==> src/hdl/bol_pkg.sv <==
// Package for the bounded ordered list: sizes, command and status codes,
// and the control bundle broadcast to the storage cells. No dependencies.
`timescale 1ns / 1ps

package bol_pkg;

    localparam int DEPTH      = 16;
    localparam int DATA_WIDTH = 32;

    localparam int IDX_W = (DEPTH > 1) ? $clog2(DEPTH) : 1;
    localparam int CNT_W = $clog2(DEPTH + 1);
    localparam int POS_W = 4;
    localparam int CMP_W = (CNT_W > POS_W) ? CNT_W : POS_W;

    typedef enum logic [2:0] {
        CMD_APPEND    = 3'd0,
        CMD_POP_FRONT = 3'd1,
        CMD_POP_BACK  = 3'd2,
        CMD_REMOVE_AT = 3'd3,
        CMD_SEARCH    = 3'd4
    } cmd_t;

    typedef enum logic [1:0] {
        ST_OK    = 2'd0,
        ST_EMPTY = 2'd1,
        ST_RANGE = 2'd2,
        ST_FULL  = 2'd3
    } status_t;

    // Broadcast to every cell in the cycle of a beat.
    typedef struct packed {
        logic                         load;   // append this beat
        logic                         shift;  // close a gap this beat
        logic [IDX_W-1:0]             base;   // first cell that takes its neighbor
        logic [CNT_W-1:0]             count;  // entries before this beat
        logic signed [DATA_WIDTH-1:0] word;   // word to append or match
    } cell_ctrl_t;

endpackage

==> src/hdl/bol_cell.sv <==
// One storage cell of the ordered list: holds one entry, loads, shifts
// from its upper neighbor, and compares against the search word. Uses bol_pkg.
`timescale 1ns / 1ps

module bol_cell
    import bol_pkg::*;
(
    input  logic                         aclk,
    input  logic [IDX_W-1:0]             cell_index,
    input  cell_ctrl_t                   ctrl,
    input  logic signed [DATA_WIDTH-1:0] nbr_entry,
    output logic signed [DATA_WIDTH-1:0] entry,
    output logic                         match
);

    logic signed [DATA_WIDTH-1:0] entry_reg;
    logic signed [DATA_WIDTH-1:0] entry_next;
    logic                         load_me;
    logic                         shift_me;
    logic                         live;

    assign live     = CNT_W'(cell_index) < ctrl.count;
    assign load_me  = ctrl.load && (CNT_W'(cell_index) == ctrl.count);
    assign shift_me = ctrl.shift && (cell_index >= ctrl.base);

    always_comb begin
        entry_next = entry_reg;
        if (shift_me) begin
            entry_next = nbr_entry;
        end else if (load_me) begin
            entry_next = ctrl.word;
        end
    end

    always_ff @(posedge aclk) begin
        entry_reg <= entry_next;
    end

    assign entry = entry_reg;
    assign match = live && (entry_reg == ctrl.word);

endmodule

==> src/hdl/bol_find.sv <==
// Priority encoder over the cell match flags: lowest matching index wins.
// Uses bol_pkg.
`timescale 1ns / 1ps

module bol_find
    import bol_pkg::*;
(
    input  logic [DEPTH-1:0] match,
    output logic             hit,
    output logic [IDX_W-1:0] hit_index
);

    always_comb begin
        hit       = 1'b0;
        hit_index = '0;
        // scan from the top so the lowest match is written last
        for (int i = DEPTH - 1; i >= 0; i--) begin
            if (match[i]) begin
                hit       = 1'b1;
                hit_index = IDX_W'(i);
            end
        end
    end

endmodule

==> src/hdl/bounded_ordered_list.sv <==
// Top level of the bounded ordered list: command decode, entry count,
// result register, and the row of bol_cell storage cells. Uses bol_pkg,
// bol_cell and bol_find.
`timescale 1ns / 1ps

// Bounded ordered list of signed words, front at index 0.
//
// Input channel (s_valid/s_ready): one command per beat with s_command,
// s_value and s_position. Commands: append at the back, pop front (returns
// the word), pop back, remove at position (later entries move up one cell),
// search for the first index holding s_value.
// Result channel (m_valid/m_ready): exactly one beat per command, carrying
// m_popped_value, m_found_index (-1 when absent), m_status and
// m_entry_count (entries after the command).
//
// Throughput: one command per cycle while no result is stalled. Each cell
// loads, shifts from its upper neighbor or holds within the cycle of the
// beat, and every cell compares its entry with the search word in
// parallel, so the list is up to date for the next beat. The result is
// loaded into the output register and appears in the cycle after the input beat.
// Stall: while a result waits with m_ready low, s_ready stays low; it rises
// again in the cycle m_ready takes the waiting beat.
// Reset (aresetn low, synchronous): the list is empty and no result is
// pending. Cell contents are not cleared; a cell is read only after append.

module bounded_ordered_list
    import bol_pkg::*;
(
    input  logic               aclk,
    input  logic               aresetn,

    input  logic               s_valid,
    output logic               s_ready,
    input  logic [2:0]         s_command,
    input  logic signed [31:0] s_value,
    input  logic [3:0]         s_position,

    output logic               m_valid,
    input  logic               m_ready,
    output logic signed [31:0] m_popped_value,
    output logic signed [4:0]  m_found_index,
    output logic [1:0]         m_status,
    output logic [4:0]         m_entry_count
);

    logic [CNT_W-1:0]             count_reg;
    logic [CNT_W-1:0]             count_next;

    logic                         m_valid_reg;
    logic                         m_valid_next;
    logic signed [31:0]           popped_reg;
    logic signed [31:0]           popped_next;
    logic signed [4:0]            found_reg;
    logic signed [4:0]            found_next;
    status_t                      status_reg;
    status_t                      status_next;

    logic                         accept;
    logic                         is_empty;
    logic                         is_full;
    logic                         pos_bad;
    cell_ctrl_t                   ctrl;

    logic signed [DATA_WIDTH-1:0] cell_entry [DEPTH];
    logic [DEPTH-1:0]             cell_match;
    logic                         hit;
    logic [IDX_W-1:0]             hit_index;

    // Take a new beat whenever the output register is free or draining.
    assign s_ready = !m_valid_reg || m_ready;
    assign accept  = s_valid && s_ready;

    assign is_empty = (count_reg == '0);
    assign is_full  = (count_reg == CNT_W'(DEPTH));
    assign pos_bad  = CMP_W'(s_position) >= CMP_W'(count_reg);

    // Decode the command into cell control and the result fields.
    always_comb begin
        ctrl.load   = 1'b0;
        ctrl.shift  = 1'b0;
        ctrl.base   = '0;
        ctrl.count  = count_reg;
        ctrl.word   = DATA_WIDTH'(s_value);

        count_next  = count_reg;
        popped_next = '0;
        found_next  = '1;
        status_next = ST_OK;

        case (cmd_t'(s_command))
            CMD_APPEND: begin
                if (is_full) begin
                    status_next = ST_FULL;
                end else begin
                    ctrl.load  = accept;
                    count_next = count_reg + 1'b1;
                end
            end
            CMD_POP_FRONT: begin
                if (is_empty) begin
                    status_next = ST_EMPTY;
                end else begin
                    // drop the front: every cell takes its neighbor
                    ctrl.shift  = accept;
                    popped_next = 32'(cell_entry[0]);
                    count_next  = count_reg - 1'b1;
                end
            end
            CMD_POP_BACK: begin
                if (is_empty) begin
                    status_next = ST_EMPTY;
                end else begin
                    count_next = count_reg - 1'b1;
                end
            end
            CMD_REMOVE_AT: begin
                if (is_empty) begin
                    status_next = ST_EMPTY;
                end else if (pos_bad) begin
                    status_next = ST_RANGE;
                end else begin
                    // close the gap from the removed cell upward
                    ctrl.shift = accept;
                    ctrl.base  = IDX_W'(s_position);
                    count_next = count_reg - 1'b1;
                end
            end
            CMD_SEARCH: begin
                if (hit) begin
                    found_next = 5'(hit_index);
                end
            end
            default: begin
                // unused codes leave the list alone
            end
        endcase
    end

    // Row of cells; the top cell has no upper neighbor and holds itself.
    for (genvar i = 0; i < DEPTH; i++) begin : g_cell
        logic signed [DATA_WIDTH-1:0] nbr;
        if (i == DEPTH - 1) begin : g_top
            assign nbr = cell_entry[i];
        end else begin : g_mid
            assign nbr = cell_entry[i + 1];
        end

        bol_cell u_cell (
            .aclk       (aclk),
            .cell_index (IDX_W'(i)),
            .ctrl       (ctrl),
            .nbr_entry  (nbr),
            .entry      (cell_entry[i]),
            .match      (cell_match[i])
        );
    end

    bol_find u_find (
        .match     (cell_match),
        .hit       (hit),
        .hit_index (hit_index)
    );

    // Hold the result until taken; load a new one on each accepted beat.
    always_comb begin
        m_valid_next = m_valid_reg;
        if (accept) begin
            m_valid_next = 1'b1;
        end else if (m_ready) begin
            m_valid_next = 1'b0;
        end
    end

    always_ff @(posedge aclk) begin
        if (!aresetn) begin
            count_reg   <= '0;
            m_valid_reg <= 1'b0;
        end else begin
            m_valid_reg <= m_valid_next;
            if (accept) begin
                count_reg <= count_next;
            end
        end
    end

    always_ff @(posedge aclk) begin
        if (accept) begin
            popped_reg <= popped_next;
            found_reg  <= found_next;
            status_reg <= status_next;
        end
    end

    assign m_valid        = m_valid_reg;
    assign m_popped_value = popped_reg;
    assign m_found_index  = found_reg;
    assign m_status       = status_reg;
    assign m_entry_count  = 5'(count_reg);

    // The count never runs past the number of cells.
    a_count_bound: assert property (@(posedge aclk) disable iff (!aresetn)
        count_reg <= CNT_W'(DEPTH))
        else $error("entry count above depth");

    // Every accepted beat produces a result beat in the next cycle.
    a_result_follows: assert property (@(posedge aclk) disable iff (!aresetn)
        accept |=> m_valid)
        else $error("no result after accepted beat");

    // Append to a full list flags full and leaves the count alone.
    a_full_append: assert property (@(posedge aclk) disable iff (!aresetn)
        (accept && (s_command == CMD_APPEND) && is_full)
        |=> (m_status == ST_FULL) && (count_reg == CNT_W'(DEPTH)))
        else $error("append to full list misreported");

    // A successful pop front takes exactly one entry.
    a_pop_count: assert property (@(posedge aclk) disable iff (!aresetn)
        (accept && (s_command == CMD_POP_FRONT) && !is_empty)
        |=> (count_reg == $past(count_reg) - 1'b1))
        else $error("pop front count slip");

endmodule
==> config.mk <==
export PLATFORM = sky130hd
export DESIGN_NAME = bounded_ordered_list
export DESIGN_NICKNAME = d
export VERILOG_FILES = /design/src/hdl/bol_pkg.sv /design/src/hdl/bol_cell.sv /design/src/hdl/bol_find.sv /design/src/hdl/bounded_ordered_list.sv
export SDC_FILE = /design/constraint.sdc
export NUM_CORES = 1
export LEC_CHECK = 0
export BUFFER_PORTS_ARGS = -buffer_cell sky130_fd_sc_hd__buf_2
export CORE_ASPECT_RATIO = 1.4
export CORE_MARGIN = 3
export CORE_UTILIZATION = 55
export CTS_BUF_LIST = sky130_fd_sc_hd__clkbuf_8 sky130_fd_sc_hd__clkbuf_16
export DETAILED_ROUTE_END_ITERATION = 7
export PLACE_DENSITY = 0.81
export SLEW_MARGIN = 15
export SYNTH_ARGS = -nofsm -noshare
export SYNTH_HDL_FRONTEND = slang
export SYNTH_SLANG_ARGS = --single-unit
==> constraint.sdc <==
create_clock -name aclk -period 6.6 [get_ports aclk]
set_input_delay 0.99 -clock aclk [delete_from_list [all_inputs] [get_ports aclk]]
set_output_delay 0.99 -clock aclk [all_outputs]
set_load 0.02 [all_outputs]
==> run summary, run 1 <==
GRT Util Overall: 30.8%
drt first pass iters: 7
Avg Inst Size Synth: 14.0 µm²
share of the synthesized area in the top cell type: 55.7%
max reg flops: 512
DR DRC count: 0
measured slew at the worst slew-check pin: 1150 ps
clk_lat worst skew: 630 ps
synth top area cells: edfxtp_1 56%, mux2_2 14%, xor2_1 11%
HPWL after DPL: 64600 µm
Post-synth EDFFs: 551
WHS: 544 ps
die area: 0.0568 mm²
CP arrival: 5050 ps
CTS max path bufs: 3
IO Pins: 89
port bufs: 88
data required time at the worst endpoint: 6870 ps
initial antenna violation count: 2
Top delay family on crit path: buffers and inverters
number of H-tree levels: 2
hold buffer count at CTS: 0
cell count after synthesis: 2123
Tcrit/Tclk final: 72.4%
# clock sinks: 557
Via density: 6.28
crit path cell chain: inv_1 -> ha_1 -> a21o_1 -> a21o_1 -> a221oi_2 -> o21ai_2 -> a21oi_2 -> buf_4 -> and2_2 -> buf_4 -> o21ai_2 -> buf_4 -> nand2_1 -> buf_4
number of global-route vias before repair: 18900
PwrDens: 241 mW/mm²
synth unique cells: 46
CTS tree: yes
routed wire length: 88500 µm
layout cells sized above 1: 28.4%
Crit Path Category: reg -> reg
Layout Nets: 2215
Setup Viol. Count Final: 0
Final Hold Viols: 0
Buf+Inv Stages, Crit Path: 5
Initial Util: 55.7%
Syn Nets: 2175
RSZ-0062 raised after global routing: false
Die X: 202 µm
critical path endpoint category: register
Yosys reg bits: 557
critical path launch point type: register
total negative setup slack: 0 ps
Tot Pwr: 7.86 mW
Clock transition at path regs: 70 ps
Die Y: 281 µm
synth warn: 0
FP Rows: 100
Leak: 11.2 nW
Final Worst Setup Slack: 1820 ps
Post-CTS Setup Inserts: 0
share of flip-flops with an asynchronous set or reset: 0%
P&R area growth vs syn: 9.94%
ys flop type: edfxtp_1
remaining antenna violation count: 0
root buffer cell: clkbuf_16
Max Transition Viols Final: 0
worst vdd ir: 0.000215 V
maximum clock rate: 209 MHz
max cap viols: 0
RD Place Congestion: 1.03
cell accounting for the most synthesized area: edfxtp_1
post-CTS sizing: 0
Slowest Stage Delay on Critical Path: 670 ps
grt total ovfl: 0
Max FO, Critical Path: 33
CP max stage cell: dfxtp_1
core region area: 0.0533 mm²
largest net degree at the start of global routing: 40
global-route wire length before repair: 126000 µm
worst clock skew: 26.0 ps
outcome: complete, no violations
drt wl/cell: 30.3 µm
Synth Cell Area: 0.0297 mm²
CTS Buf Count: 53
CP dominant cell by count: buf_4
Hold Crit Class: reg -> reg
Finished Core Util: 61.2%
dpl ws: 1610 ps
fin crit period: 4780 ps
Starting DRT DRC Count: 1507
Rel. slew slack: 23.4%
Seq/Total Area, Yosys: 56.1%
Via Count: 18300
[worst reg2reg max path, stage by stage (launching register included)]
cell,delay [ps]
dfxtp_1,670
inv_1,300
ha_1,360
a21o_1,150
a21o_1,190
a221oi_2,330
o21ai_2,220
a21oi_2,190
buf_4,240
and2_2,460
buf_4,400
o21ai_2,110
buf_4,290
nand2_1,120
buf_4,380
[cells in the mapped netlist, drive strengths merged, types with 4 or more instances]
library cell / n
nor2: 21
xnor2: 154
a21oi: 12
clkbuf: 62
a21o: 4
nand3: 24
o211ai: 5
edfxtp: 551
nor4: 92
o21ai: 25
mux2: 479
nand2: 32
ha: 9
xor2: 360
a211oi: 4
buf: 124
inv: 15
nand4: 52
and2: 36
a2111oi: 6
nor3: 18
or3: 6
dfxtp: 6
[through the flow]
stage,std cells,instance area (µm²)
floorplan,2123,29700
global placement,2820,30900
detailed placement,2821,30900
CTS,2917,32600
global route,2918,32600
finish,2920,32600
[cell usage in the layout (no fill, tap or decap), types with 35 or more instances in the layout]
cell         n
mux2_2     357
xnor2_1    154
nor4_1      92
and2_1      35
edfxtp_1   551
mux2_1     122
buf_4       81
buf_2       88
nand4_1     52
clkbuf_16   55
xor2_1     360
[per-layer routing]
metal	global-route usage, %	up-vias	wire (µm)
li1	-	7863	-
met5	0	-	0
met1	31.7	9121	28200
met3	5.13	389	5970
met4	27.6	0	9770
met2	53.8	955	44600
[logic make-up after synthesis]
family	synth area share, %
AND/OR/NAND/NOR	5.51
AO/OA/AOI/OAI	1.66
multiplexers	18.2
adder cells (fa/ha/maj)	0.379
flip-flops	56.1
XOR/XNOR	15.2
buffers and inverters	2.94
[final cells by class]
cell class	count	area (µm²)
diodes	2	5.00
clock buffers	55	1380
clock inverters	41	294
fillers	4053	20700
inverters	15	56.3
multi-input cells	1365	12300
flip-flops and latches	557	16700
well taps	714	893
repair buffers	171	1090
[power by group]
part           internal [mW]  switching, mW
registers               3.99         0.0585
clock network           1.66           1.34
logic                  0.315          0.495
[final timing paths]
kind,start,to,slack (ps),cells past startpoint
hold reg to reg,m_valid,m_valid,540,2
setup reg to reg,m_entry_count[1],g_cell[4].u_cell.entry[9],1820,14
setup / recovery,m_entry_count[1],g_cell[4].u_cell.entry[9],1820,14
hold / removal,m_valid,m_valid,540,2
Note: power is estimated with default switching activity, not from simulation.
==> run 2: changes to the inputs <==
PLACE_DENSITY = 0.84   (was 0.81)
clock period = 4.2 ns   (was 6.6 ns; I/O delays follow)
==> run summary, run 2 (same netlist as run 1, synthesis figures left out) <==
number of H-tree levels: 2 (unchanged)
number of global-route vias before repair: 18900 (+0.26%)
fill count: 3855 (-4.9%)
crit path cell chain: inv_1 -> a31oi_1 -> nand4_1 -> or3_1 -> o41ai_1 -> buf_4 -> a21oi_1 -> o21ai_0 -> a211oi_1 -> o41ai_1 -> buf_4
P&R area growth vs syn: 11.3%
fin crit period: 3990 ps (-788 ps)
Via density: 6.01 (-4.2%)
Hold Crit Class: in -> reg
root buffer cell: clkbuf_16
Int Power: 9.27 mW (+55%)
Final Worst Setup Slack: 209 ps (-1610 ps)
critical path endpoint category: register
RSZ-0062 raised after global routing: false
Crit Path Category: reg -> reg
CP max stage cell: dfxtp_1
core region area: 0.0533 mm² (unchanged)
Tcrit/Tclk final: 95.0% (+23 points)
M3 GR Usage: 3.75% (-1.4 points)
die area: 0.0568 mm² (unchanged)
clk_lat worst skew: 630 ps (about the same)
Starting DRT DRC Count: 1207 (-20%)
data required time at the worst endpoint: 4700 ps (-2170 ps)
Final Hold Viols: 0 (unchanged)
Post-CTS Setup Inserts: 0 (unchanged)
GRT Util Overall: 28.2% (-2.6 points)
IO Pins: 89 (unchanged)
Leak: 11.4 nW (+2.1%)
Initial Util: 55.7% (unchanged)
Max Transition Viols Final: 0 (unchanged)
Reg power frac: 51.9% (+0.4 points)
measured slew at the worst slew-check pin: 1010 ps (-131 ps)
fin area: 0.0330 mm² (+1.2%)
global-route wire length before repair: 117000 µm (-7.2%)
port bufs: 88 (unchanged)
Clock Power Share: 37.2% (-1.0 points)
initial antenna violation count: 4 (+2)
Buf+Inv Stages, Crit Path: 3 (-2)
GR Layer Usage met2: 52.4% (-1.5 points)
placed inst area: 0.0314 mm² (+1.6%)
CTS max path bufs: 3 (unchanged)
Rel. slew slack: 32.3% (+8.9 points)
layout cells sized above 1: 29.1% (+0.78 points)
Psw: 2.95 mW (+56%)
DR DRC count: 0 (unchanged)
CP arrival: 4490 ps (-560 ps)
# clock sinks: 557 (unchanged)
drt wl/cell: 27.1 µm (-11%)
most frequent cells in the layout: 551 x edfxtp_1, 360 x xor2_1, 357 x mux2_2
max reg flops: 512 (unchanged)
Reg2Reg Setup Slack: 210 ps (-1610 ps)
worst vdd ir: 0.000300 V (+39%)
maximum clock rate: 251 MHz (+20%)
critical path launch point type: register
met1 usage: 27.1% (-4.6 points)
Die X: 202 µm (unchanged)
Via Count: 17800 (-2.9%)
Layout Nets: 2254 (+1.8%)
outcome: complete, no violations
part of the power in combinational logic: 10.9% (+0.6 points)
Die Y: 281 µm (unchanged)
CTS Buf Count: 54 (+1.9%)
global route hottest layer: met2
FP Rows: 100 (unchanged)
PwrDens: 370 mW/mm² (+54%)
grt total ovfl: 0 (unchanged)
remaining antenna violation count: 0 (unchanged)
RD Place Congestion: 1.02 (-0.88%)
HPWL after DPL: 61500 µm (-4.8%)
dpl ws: 110 ps (-1500 ps)
max cap viols: 0 (unchanged)
Max FO, Critical Path: 13 (-61%)
Clock transition at path regs: 60 ps (about the same)
worst clock skew: 32.1 ps (+6.12 ps)
Sw Share: 24.1% (about the same)
Top delay family on crit path: compound AO/OA/AOI/OAI gates
Slowest Stage Delay on Critical Path: 760 ps (+90 ps)
Setup Viol. Count Final: 0 (unchanged)
commonest non-fill, non-tap cell in the layout: edfxtp_1
routed wire length: 80200 µm (-9.4%)
post-CTS sizing: 0 (unchanged)
drt first pass iters: 7 (unchanged)
hold buffer count at CTS: 0 (unchanged)
CTS tree: yes
largest net degree at the start of global routing: 40 (unchanged)
run 2: changes by cell type in the layout (fill, tap and decap cells not counted), sizes merged:
| cell | delta |
|---|---|
| clkinvlp | -2 |
| buf | +38 |
| diode | +1 |
| bufinv | -2 |
| inv | +3 |
run 2: routing by layer:
metal | routed length [µm] | vias to the layer above
li1 | - | 7936
met1 | 25400 | 8893
met2 | 42900 | 653
met3 | 3500 | 307
met4 | 8320 | 0
met5 | 0 | -
run 2: worst reg2reg max path, delay by kind of cell (launching register included):
family	cells	cell delay, ps
AO/OA/AOI/OAI	6	1690
flip-flops	1	760
AND/OR/NAND/NOR	2	610
buffers and inverters	3	800
run 2: final timing paths:
path / end / cells past startpoint / startpoint
worst max-delay path: m_found_index[0] / 11 / m_entry_count[4]
worst min register to register: m_valid / 2 / m_valid
worst max register to register: m_found_index[0] / 11 / m_entry_count[4]
worst min-delay path: m_valid / 3 / s_valid
run 2: metrics by stage:
step	power (mW)	cells	TNS [ps]	util, %	hold WS (ps)
floorplan	7.29	2123	-19200	-	546
global placement	7.72	2860	0	59.0	499
detailed placement	7.76	2860	0	59.0	519
CTS	12.3	2955	0	62.0	234
global route	12.5	2958	0	62.0	265
finish	12.2	2958	0	62.0	250
run 2: power by group through the flow:
stage | combinational, mW | sequential [mW] | clock, mW
2_1_floorplan | 0.827 | 6.46 | 0
3_3_place_gp | 1.27 | 6.45 | 0
3_5_place_dp | 1.31 | 6.46 | 0
4_1_cts | 1.32 | 6.34 | 4.60
5_1_grt | 1.41 | 6.34 | 4.79
6_report | 1.33 | 6.34 | 4.55
run 2: area by class of cell:
type / instances / area (µm²) / share of cell area, %
clock inverter: 40 / 220 / 0.667
sequential: 557 / 16700 / 50.5
multi-input combinational: 1365 / 12300 / 37.1
antenna: 3 / 7.51 / 0.0227
timing repair buffer: 209 / 1560 / 4.73
inverter: 15 / 56.3 / 0.170
tap: 714 / 893 / 2.70
clock buffer: 55 / 1380 / 4.17
